==> config.mk <==
export PLATFORM = sky130hd
export DESIGN_NAME = qsla_mod_unit
export DESIGN_NICKNAME = d
export VERILOG_FILES = /design/src/hdl/qsla_pkg.sv /design/src/hdl/qsla_mod_unit.sv
export SDC_FILE = /design/constraint.sdc
export NUM_CORES = 1
export LEC_CHECK = 0
export CAP_MARGIN = 20
export CORE_UTILIZATION = 45
export CTS_CLUSTER_SIZE = 8
export DETAILED_ROUTE_END_ITERATION = 10
export DONT_BUFFER_PORTS = 1
export HOLD_SLACK_MARGIN = 0.08
export SYNTH_ARGS = -nofsm -noshare
export SYNTH_HDL_FRONTEND = slang
export SYNTH_SLANG_ARGS = --single-unit
==> constraint.sdc <==
create_clock -name clock -period 2.7 [get_ports clock]
set_clock_uncertainty 0.1 [all_clocks]
set_input_delay 0.135 -clock clock [delete_from_list [all_inputs] [get_ports clock]]
set_output_delay 0.135 -clock clock [all_outputs]
set_load 0.03 [all_outputs]
==> src/hdl/qsla_pkg.sv <==
// Package: shared types and constants of the sieve log accumulator.
package qsla_pkg;

   localparam int SIEVE_DEPTH_DEFAULT = 65536;

   localparam int PRIME_W  = 24;
   localparam int CELL_W   = 16;
   localparam int RED_W    = 49;
   localparam int RED_CNT_W = 6;
   localparam int POS_W    = 25;
   localparam int REQ_W    = 120;
   localparam int RSP_W    = 32;
   localparam int CSR_IDX_W = 2;
   localparam int CSR_DAT_W = 17;

   typedef enum logic [1:0] {
      CMD_ADD_TWO  = 2'd0,
      CMD_ADD_ONE  = 2'd1,
      CMD_CHECK    = 2'd2,
      CMD_RESERVED = 2'd3
   } cmd_type;

   typedef enum logic [1:0] {
      REG_HALF   = 2'd0,
      REG_LENGTH = 2'd1,
      REG_BONUS  = 2'd2,
      REG_BOUND  = 2'd3
   } reg_index_type;

   typedef struct packed {
      logic               start;
      logic [RED_W-1:0]   value;
      logic [PRIME_W-1:0] modulus;
   } mod_req_type;

   typedef struct packed {
      logic               done;
      logic [PRIME_W-1:0] result;
   } mod_rsp_type;

endpackage

==> src/hdl/qsla_mod_unit.sv <==
// Bit-serial restoring reducer: value mod modulus, one bit per cycle.
module qsla_mod_unit (
   input  logic                 clock,
   input  logic                 reset,
   input  qsla_pkg::mod_req_type req,
   output qsla_pkg::mod_rsp_type rsp
);

   logic [qsla_pkg::RED_W-1:0]     val_ff, val_in;
   logic [qsla_pkg::PRIME_W-1:0]   rem_ff, rem_in;
   logic [qsla_pkg::PRIME_W-1:0]   mod_ff, mod_in;
   logic [qsla_pkg::RED_CNT_W-1:0] cnt_ff, cnt_in;
   logic                           busy_ff, busy_in;
   logic                           done_ff, done_in;
   logic [qsla_pkg::PRIME_W:0]     trial;

   always_comb begin
      val_in  = val_ff;
      rem_in  = rem_ff;
      mod_in  = mod_ff;
      cnt_in  = cnt_ff;
      busy_in = busy_ff;
      done_in = 1'b0;
      trial   = {rem_ff, val_ff[qsla_pkg::RED_W-1]};
      if (req.start) begin
         val_in  = req.value;
         rem_in  = '0;
         mod_in  = req.modulus;
         cnt_in  = qsla_pkg::RED_CNT_W'(qsla_pkg::RED_W);
         busy_in = 1'b1;
      end else if (busy_ff) begin
         if (trial >= {1'b0, mod_ff}) begin
            rem_in = qsla_pkg::PRIME_W'(trial - {1'b0, mod_ff});
         end else begin
            rem_in = trial[qsla_pkg::PRIME_W-1:0];
         end
         val_in = {val_ff[qsla_pkg::RED_W-2:0], 1'b0};
         cnt_in = cnt_ff - 1'b1;
         if (cnt_ff == qsla_pkg::RED_CNT_W'(1)) begin
            busy_in = 1'b0;
            done_in = 1'b1;
         end
      end
   end

   always_ff @(posedge clock) begin
      if (reset) begin
         busy_ff <= 1'b0;
         done_ff <= 1'b0;
         cnt_ff  <= '0;
      end else begin
         busy_ff <= busy_in;
         done_ff <= done_in;
         cnt_ff  <= cnt_in;
      end
      val_ff <= val_in;
      rem_ff <= rem_in;
      mod_ff <= mod_in;
   end

   assign rsp.done   = done_ff;
   assign rsp.result = rem_ff;

endmodule

==> results.py, run 1 <==
metrics = {
    "run": {
        "cap_violations": 0,
    },
    "route": {
        "dr.pass1.iters": 4,
        "wl_microns": 14100,
        "drt-wirelength-per-cell_microns": 16.7,
        "ant_nets": 0,
        "drtIter0Drc": 178,
        "num_vias": 4385,
        "drc": 0,
        "via_per_inst": 5.18,
    },
    "grt": {
        "antenna_found_initial": 0,
        "grt_max_degree": 59,
        "grt-busiest-layer": "met2",
        "gr-total-overflow": 0,
        "grtUsageMet1": 0.276,
        "globalRouteMet3Util": 0.0664,
        "grt_pass1_wl_microns": 22600,
        "grt_pass1_vias": 4539,
        "gr-usage-met2": 0.398,
        "grt_use_total": 0.229,
    },
    "setup_path": {
        "crit_chain": "inv_1, ha_2, inv_2, fa_2, a21o_1, a221oi_2, a31o_1, nand3_2, a311o_1, xor2_1, nand2_1, a311oi_2",
        "cp_slowest_cell": "edfxtp_1",
        "crit_required_ns": 2.86,
        "worstPathMaxFanout": 3,
        "crit_path_max_incr_delay_ns": 0.39,
        "start_kind": "flop",
        "arrival_ns": 3.06,
        "crit_type": "reg2reg",
        "end_kind": "flop",
    },
    "pwr": {
        "p_total_uw": 4630,
        "p_per_area_mw_per_mm2": 578,
        "peakVddDrop_v": 0.000464,
        "p_leak_uw": 0.00323,
    },
    "timing": {
        "setup_viol": 19,
        "relSlewSlack": 0.578,
        "hold_viol": 0,
        "fin_crit_ns": 2.91,
        "slew_violations": 0,
        "setup_ws_ns": -0.206,
        "period_share": 1.08,
        "rsz0062_at_grt": "true",
        "tightestPinTransition_ns": 0.632,
        "fmax_mhz": 344,
    },
    "synth": {
        "syn_nets": 591,
        "synthCells": 488,
        "syn-cell-area_sq_mm": 0.00558,
        "yosys-top-cells-area": "edfxtp_1 39%, dfxtp_1 11%, mux2_2 9.9%",
        "yosys_warnings": 0,
        "synth_area_leader_cell": "edfxtp_1",
        "synthArstFlopShare": 0,
        "ys.flop_type": "edfxtp_1",
        "syn-mean-instance-area_sq_um": 11.4,
        "ys_seq_elements": 105,
        "ys_seq_area_frac": 0.508,
        "synth-edff-count": 73,
        "ys_types": 60,
        "synth_top_area_share": 0.393,
    },
    "clock_tree": {
        "ctsRootBufferMaster": "clkbuf_16",
        "clock-sinks": 105,
        "tritoncts": "done",
        "cts_buffers": 9,
        "cts_buffer_depth": 2,
        "clk_pin_slew_ns": 0.07,
        "htree_levels": 3,
        "clock_latency_ns": 0.35,
    },
    "floorplanning": {
        "die_y_microns": 113,
        "core_area_sq_mm": 0.0121,
        "io_pins": 101,
        "start_util": 0.463,
        "rows": 40,
        "dieArea_sq_mm": 0.0129,
        "die_w_microns": 113,
    },
    "placed_design": {
        "io_buffers": 0,
        "place_congestion": 0.888,
        "place_ws_ns": -0.140,
        "placed_cells": 690,
        "dp_hpwl_microns": 8350,
    },
    "finish": {
        "antenna_cells": 0,
        "nNetsFinal": 777,
        "drive_above_1_share": 0.253,
        "area_growth_pct": 43.4,
        "layoutNonFillerInstCount": 847,
    },
    "outcome": {
        "status": "finished with violations",
        "violations": "setup timing",
    },
    "min_path": {
        "hold_path.class": "in2reg",
    },
}
power breakdown:
part / total [uW] / switching, uW / internal (uW) / leakage (uW)
Clock: 1290 / 608 / 687 / 0.000137
Sequential: 1960 / 66.0 / 1900 / 0.000994
Combinational: 1370 / 662 / 711 / 0.00209
Total: 4630 / 1340 / 3290 / 0.00323
critical path, delay by kind of cell (launching register included):
family,cells,cell delay (ns)
xor+xnor,1,0.15
flops,1,0.39
fa+ha+maj,2,0.51
simple gates,2,0.20
buf+inv,2,0.11
compound gates,5,1.34
per-layer routing:
layer / wire length, microns / share of wire / vias up
met5: 0 / 0 / -
met1: 6240 / 0.44 / 2113
met3: 673 / 0.048 / 8
met2: 7090 / 0.50 / 96
met4: 123 / 0.0087 / 0
li1: - / - / 2168
layout by cell type, fill, tap and decap left out, types with 3 or more instances in the layout:
cell type and instances:
a211oi_1 15, a21o_1 14, a21oi_1 21, a21oi_2 4
a311oi_2 4, a31oi_1 5, and3_1 3, buf_12 3
buf_4 62, clkbuf_16 9, dfxtp_1 27, dfxtp_2 3
dlygate4sd3_1 131, edfxtp_1 73, ha_1 22, ha_4 3
inv_1 27, inv_2 3, mux2_2 49, mux2i_1 14
nand2_1 17, nand2b_1 3, nand3_1 8, nand4_1 5
nor2_1 50, nor3_1 6, nor4_1 3, o21ai_0 4
o21ai_1 5, or2_2 3, or3_1 3, xnor2_1 17
xor2_1 7
final timing paths:
check             slack, ns        from         end  cells after the start
setup / recovery      -0.21  val_ff[48]  rem_ff[18]                     12
hold / removal         0.31     req[18]  mod_ff[18]                      1
setup reg to reg      -0.21  val_ff[48]  rem_ff[18]                     12
hold reg to reg        0.48  val_ff[46]  val_ff[47]                      1
Yosys cell counts, types with 3 or more instances:
master,number
a211oi_1,15
a21o_1,14
a21oi_1,23
a311oi_1,6
a31oi_1,6
and3_1,3
clkbuf_1,19
dfxtp_1,32
edfxtp_1,73
ha_1,26
inv_1,30
mux2_2,49
mux2i_1,14
nand2_1,17
nand2b_1,3
nand3_1,9
nand4_1,5
nor2_1,51
nor3_1,6
nor4_1,3
o21ai_0,5
o21ai_1,5
or2_2,3
or3_1,3
xnor2_1,17
xor2_1,7
layout make-up:
cell class              instances  area [sq um]
clock inverters                 4          35.0
clock buffers                  12           256
flip-flops and latches        105          2840
repair buffers                199          1890
fillers                       924          4060
well taps                     168           210
multi-input cells             329          2660
inverters                      30           113
flip-flops by register name, summed over array words and instances, names as in the netlist:
register,count
busy_ff,1
cnt_ff,6
done_ff,1
mod_ff,24
rem_ff,24
val_ff,49
metrics by stage:
step	cell area (sq um)	TNS (ns)	hold slack, ns	util
2_1_floorplan	5630	0	0.134	-
3_3_place_gp	6200	-0.344	0.109	0.514
3_5_place_dp	6200	-1.59	0.110	0.514
4_1_cts	7960	-0.652	0.287	0.660
5_1_grt	8010	-3.56	0.295	0.664
6_report	8010	-0.719	0.306	0.664
cell families after synthesis:
group | count (synthesis) | synth area share
compound gates | 101 | 0.132
xor+xnor | 24 | 0.0377
buf+inv | 54 | 0.0399
mux | 63 | 0.124
flops | 105 | 0.508
simple gates | 114 | 0.0971
fa+ha+maj | 27 | 0.0619
repair_timing:
action,CTS,global route
buffers inserted,8,1
pin swaps,20,4
gates resized for setup,14,9
hold buffers,132,0
endpoints found under the hold margin,129,0
setup endpoints to repair,22,24
No activity file was read; power rests on OpenSTA's default activity.
==> run 2: changes to the inputs <==
--- a/config.mk
+++ b/config.mk
@@ -5,6 +5,7 @@
 export SDC_FILE = /design/constraint.sdc
 export NUM_CORES = 1
 export LEC_CHECK = 0
+export ABC_AREA = 1
 export CAP_MARGIN = 20
 export CORE_UTILIZATION = 45
 export CTS_CLUSTER_SIZE = 8
==> results.py, run 2 <==
metrics = {
    "outcome": {
        "status": "finished clean",
    },
    "synth": {
        "yosys_warnings": 0,
        "synthTopCellsByCount": "332 x nand2_1, 131 x inv_1, 73 x edfxtp_1, 43 x nand3_1, 39 x nor2_1",
        "ys_types": 39,
        "ys_seq_elements": 105,
        "syn-mean-instance-area_sq_um": 7.56,
        "synthArstFlopShare": 0,
        "ys.flop_type": "edfxtp_1",
        "synth_area_leader_cell": "edfxtp_1",
        "synth_most_common_cell": "nand2_1",
        "yosys-top-cells-area": "edfxtp_1 35%, nand2_1 20%, dfxtp_1 10%",
        "ys_seq_area_frac": 0.447,
        "synthCells": 838,
        "syn-cell-area_sq_mm": 0.00633,
        "synth_top_area_share": 0.346,
        "syn_nets": 941,
        "synth-edff-count": 73,
    },
    "finish": {
        "top_regs": "val_ff: 49 flops, mod_ff: 24 flops, rem_ff: 24 flops",
        "multiInputGateArea_sq_mm": 0.00281,
        "antenna_cells": 0,
        "nNetsFinal": 1032,
        "drive_above_1_share": 0.104,
        "final_area_sq_mm": 0.00774,
        "regArea_sq_mm": 0.00283,
        "area_growth_pct": 22.3,
        "nFillCells": 1298,
        "layout_commonest_cell": "nand2_1",
        "regMostFlops": "val_ff",
        "largest_reg_flops": 49,
        "most-common-layout-cells": "332 x nand2_1, 130 x inv_1, 75 x dlygate4sd3_1, 73 x edfxtp_1, 43 x nand3_1",
    },
    "clock_tree": {
        "cts_buffer_depth": 2,
        "post-cts-setup-buffers": 0,
        "clock-sinks": 105,
        "ctsRootBufferMaster": "clkbuf_16",
        "tritoncts": "done",
        "clk_pin_slew_ns": 0.08,
        "cts_hold_buffers": 76,
        "cts_resized": 0,
        "htree_levels": 3,
        "cts_buffers": 9,
        "clock_latency_ns": 0.36,
    },
    "placed_design": {
        "post_dp_cell_area_sq_mm": 0.00664,
        "place_congestion": 0.916,
        "dp_hpwl_microns": 11100,
        "io_buffers": 0,
    },
    "route": {
        "num_vias": 5416,
        "via_per_inst": 4.88,
        "drtIter0Drc": 342,
        "dr.pass1.iters": 5,
        "drc": 0,
        "ant_nets": 0,
        "wl_microns": 15500,
        "drt-wirelength-per-cell_microns": 13.9,
    },
    "grt": {
        "grt_max_degree": 77,
        "gr-total-overflow": 0,
        "grt_pass1_wl_microns": 25800,
        "antenna_found_initial": 0,
        "grt_use_total": 0.227,
        "grt_pass1_vias": 5509,
    },
    "timing": {
        "setup_viol": 0,
        "relSlewSlack": 0.655,
        "slew_violations": 0,
        "hold_viol": 0,
        "rsz0062_at_grt": "false",
        "setup_tns_ns": 0,
        "tightestPinTransition_ns": 0.517,
        "period_share": 0.906,
        "fmax_mhz": 409,
        "fin_crit_ns": 2.44,
    },
    "setup_path": {
        "crit_required_ns": 2.84,
        "end_kind": "flop",
        "arrival_ns": 2.59,
        "crit_type": "reg2reg",
        "start_kind": "flop",
        "worstPathMaxFanout": 24,
    },
    "floorplanning": {
        "dieArea_sq_mm": 0.0146,
        "die_w_microns": 121,
        "io_pins": 101,
        "start_util": 0.469,
        "die_y_microns": 121,
        "core_area_sq_mm": 0.0135,
        "rows": 42,
    },
    "run": {
        "cap_violations": 0,
    },
    "pwr": {
        "peakVddDrop_v": 0.000438,
        "p_leak_uw": 0.00381,
        "p_per_area_mw_per_mm2": 493,
    },
    "min_path": {
        "hold_path.class": "in2reg",
    },
}
## run 2: cell count changes in the layout (fill, tap and decap cells not counted), moves of 34 or more
cell	before	now
dlygate4sd3_1	131	75
mux2_2	49	0
inv_1	27	130
nand3_1	8	43
nand2_1	17	332
buf_4	62	28
## run 2: power by group
part           internal, uW  leakage [uW]  switching, uW
clock network           756      0.000160            678
logic                   196       0.00266            279
registers              1860      0.000997           42.9
## run 2: critical path: stages (launching register included)
cell	delay [ns]
dfxtp_1	0.43
ha_1	0.41
nand2_1	0.12
nor2_2	0.15
inv_2	0.05
nor3_2	0.16
nand3_4	0.22
nand3_4	0.42
nand2_1	0.10
nand3_1	0.08
o21ai_0	0.08
## run 2: path summary, 6_finish.rpt
path | endpoint | start | depth (start not counted) | slack (ns)
setup / recovery | rem_ff[7] | rem_ff[4] | 10 | 0.26
setup reg to reg | rem_ff[7] | rem_ff[4] | 10 | 0.26
hold reg to reg | val_ff[39] | val_ff[38] | 2 | 0.42
hold / removal | mod_ff[9] | req[73] | 1 | 0.08
## run 2: layout make-up
cell class / count / area share
Inverter: 145 / 0.0703
Tap cell: 176 / 0.0284
Clock inverter: 7 / 0.0133
Clock buffer: 9 / 0.0291
Sequential cell: 105 / 0.366
Multi-Input combinational cell: 563 / 0.363
Timing Repair Buffer: 105 / 0.130
## run 2: stage by stage
step           cells  total power (uW)  setup slack, ns  hold slack, ns   util
2_1_floorplan    838              2220            0.594           0.104      -
3_3_place_gp    1018              2300            0.290           0.108  0.491
3_5_place_dp    1018              2310            0.242           0.113  0.491
4_1_cts         1110              3860            0.225          0.0927  0.573
5_1_grt         1110              3970           0.0304           0.106  0.573
6_report        1110              3810            0.255          0.0803  0.573
## run 2: cells by family after synthesis
| family | after synthesis | synth area share |
|---|---|---|
| XOR/XNOR | 14 | 0.0194 |
| AND/OR/NAND/NOR | 487 | 0.338 |
| buffers and inverters | 170 | 0.109 |
| AO/OA/AOI/OAI | 35 | 0.0318 |
| flip-flops | 105 | 0.447 |
| adder cells (fa/ha/maj) | 27 | 0.0545 |
## run 2: layer usage
layer  vias up  share of wire  global-route usage
li1       2803              -                   -
met4         0          0.013              0.0502
met3        14          0.048              0.0552
met2       117           0.50               0.409
met5         -              0                   0
met1      2482           0.44               0.272
==> run 3: changes to the inputs <==
--- a/config.mk
+++ b/config.mk
@@ -7,7 +7,7 @@
 export LEC_CHECK = 0
 export ABC_AREA = 1
 export CAP_MARGIN = 20
-export CORE_UTILIZATION = 45
+export CORE_UTILIZATION = 40
 export CTS_CLUSTER_SIZE = 8
 export DETAILED_ROUTE_END_ITERATION = 10
 export DONT_BUFFER_PORTS = 1
==> results.py, run 3 (synthesized netlist as in run 2, its figures left out) <==
metrics = {
    "outcome": {
        "status": "finished clean",
    },
    "route": {
        "drc": 0,
        "drtIter0Drc": 225,
        "ant_nets": 0,
        "wl_microns": 15500,
        "via_per_inst": 4.65,
        "num_vias": 5338,
        "drt-wirelength-per-cell_microns": 13.5,
        "dr.pass1.iters": 4,
    },
    "pwr": {
        "p_seq_frac": 0.517,
        "switchingPower_uw": 978,
        "combPwrFrac": 0.128,
        "internal_power_uw": 2700,
        "p_total_uw": 3680,
        "p_per_area_mw_per_mm2": 475,
        "pwr-share-clk": 0.355,
        "swShare": 0.266,
        "peakVddDrop_v": 0.000376,
        "p_leak_uw": 0.00380,
    },
    "min_path": {
        "min_from": "req[73]",
        "min_to": "mod_ff[4]",
        "hold_depth": 1,
        "hold_path.class": "in2reg",
    },
    "timing": {
        "hold-worst-slack_ns": 0.0883,
        "slew_violations": 0,
        "setup_tns_ns": 0,
        "hold_viol": 0,
        "fmax_mhz": 431,
        "relSlewSlack": 0.505,
        "tightestPinTransition_ns": 0.737,
        "setup_viol": 0,
        "period_share": 0.860,
        "fin_crit_ns": 2.32,
        "rsz0062_at_grt": "false",
    },
    "grt": {
        "gr-total-overflow": 0,
        "grt_pass1_wl_microns": 25800,
        "grt_pass1_vias": 5389,
        "grt_max_degree": 76,
        "antenna_found_initial": 0,
        "grt_use_total": 0.202,
    },
    "clock_tree": {
        "tritoncts": "done",
        "cts_buffer_depth": 2,
        "cts_buffers": 9,
        "post-cts-setup-buffers": 0,
        "clock-sinks": 105,
        "htree_levels": 3,
        "clock_latency_ns": 0.36,
        "ctsRootBufferMaster": "clkbuf_16",
        "clk_pin_slew_ns": 0.08,
    },
    "finish": {
        "nNetsFinal": 1034,
        "layout_commonest_cell": "nand2_1",
        "drive_above_1_share": 0.106,
        "most-common-layout-cells": "332 x nand2_1, 130 x inv_1, 74 x dlygate4sd3_1, 73 x edfxtp_1, 43 x nand3_1",
        "area_growth_pct": 22.3,
        "regMostFlops": "val_ff",
        "nFillCells": 1539,
        "largest_reg_flops": 49,
        "antenna_cells": 0,
        "top_regs": "val_ff: 49 flops, mod_ff: 24 flops, rem_ff: 24 flops",
    },
    "floorplanning": {
        "rows": 45,
        "die_y_microns": 128,
        "dieArea_sq_mm": 0.0163,
        "core_area_sq_mm": 0.0153,
        "start_util": 0.413,
        "io_pins": 101,
        "die_w_microns": 128,
    },
    "run": {
        "cap_violations": 0,
    },
    "setup_path": {
        "reg2reg_depth": 14,
        "crit_type": "reg2reg",
        "arrival_ns": 2.48,
        "timing.rr.start": "val_ff[48]",
        "crit_required_ns": 2.86,
        "end_kind": "flop",
        "start_kind": "flop",
        "worstPathMaxFanout": 4,
        "r2r_end": "rem_ff[12]",
        "reg2reg_slack_ns": 0.38,
    },
    "placed_design": {
        "dp_hpwl_microns": 10600,
        "place_congestion": 0.881,
        "io_buffers": 0,
    },
}
## run 3: worst max-delay path, cell delays in order, from the launching register on
cell and delay, ns:
edfxtp_1 0.36, inv_1 0.08, ha_1 0.15, inv_1 0.08
fa_1 0.46, inv_1 0.08, nor2_1 0.06, o21ai_0 0.18
nand2_1 0.17, nand2_1 0.10, nand2_1 0.07, nor2_1 0.14
o21ai_2 0.07, nand3_1 0.08, nand2_1 0.05
## run 3: what timing repair did
item                      in CTS  in global routing
hold buffers                  75                  0
resized for setup              0                  0
hold endpoints to repair     110                  0
## run 3: cell type report
cell class,count,area [sq um],share of cell area
clock inverter,7,62.6,0.00808
timing repair buffer,107,1010,0.130
sequential,105,2830,0.366
multi-input combinational,563,2810,0.363
inverter,145,544,0.0703
clock buffer,9,225,0.0291
tap,211,264,0.0341
## run 3: metal layers
metal / vias to the layer above / share of wire / GRT usage
li1: 2818 / - / -
met1: 2384 / 0.44 / 0.236
met2: 123 / 0.49 / 0.368
met3: 13 / 0.051 / 0.0509
met4: 0 / 0.013 / 0.0533
met5: - / 0 / 0
## run 3: power groups by stage
stage	logic, uW	clock network [uW]	registers, uW
after floorplan	293	0	1930
after detailed placement	363	0	1940
final	473	1310	1900
after global placement	361	0	1940
after CTS	474	1360	1900
after global routing	538	1410	1920
## run 3: stage by stage
| step | setup slack [ns] | instance area, sq um | util | cells |
|---|---|---|---|---|
| 3_5_place_dp | 0.398 | 6690 | 0.437 | 1056 |
| 2_1_floorplan | 0.594 | 6330 | - | 838 |
| 4_1_cts | 0.380 | 7750 | 0.506 | 1147 |
| 6_report | 0.378 | 7750 | 0.506 | 1147 |
| 3_3_place_gp | 0.390 | 6690 | 0.437 | 1056 |
| 5_1_grt | 0.175 | 7750 | 0.506 | 1147 |
## run 3: worst max-delay path by stage
stage	start	end	slack (ns)	depth (start not counted)
after global placement	val_ff[48]	rem_ff[12]	0.39	14
after CTS	rem_ff[8]	rem_ff[10]	0.38	10
after global routing	val_ff[48]	rem_ff[12]	0.17	14
after floorplan	rem_ff[21]	rem_ff[0]	0.59	10
after detailed placement	rem_ff[8]	rem_ff[10]	0.40	10
final	val_ff[48]	rem_ff[12]	0.38	14
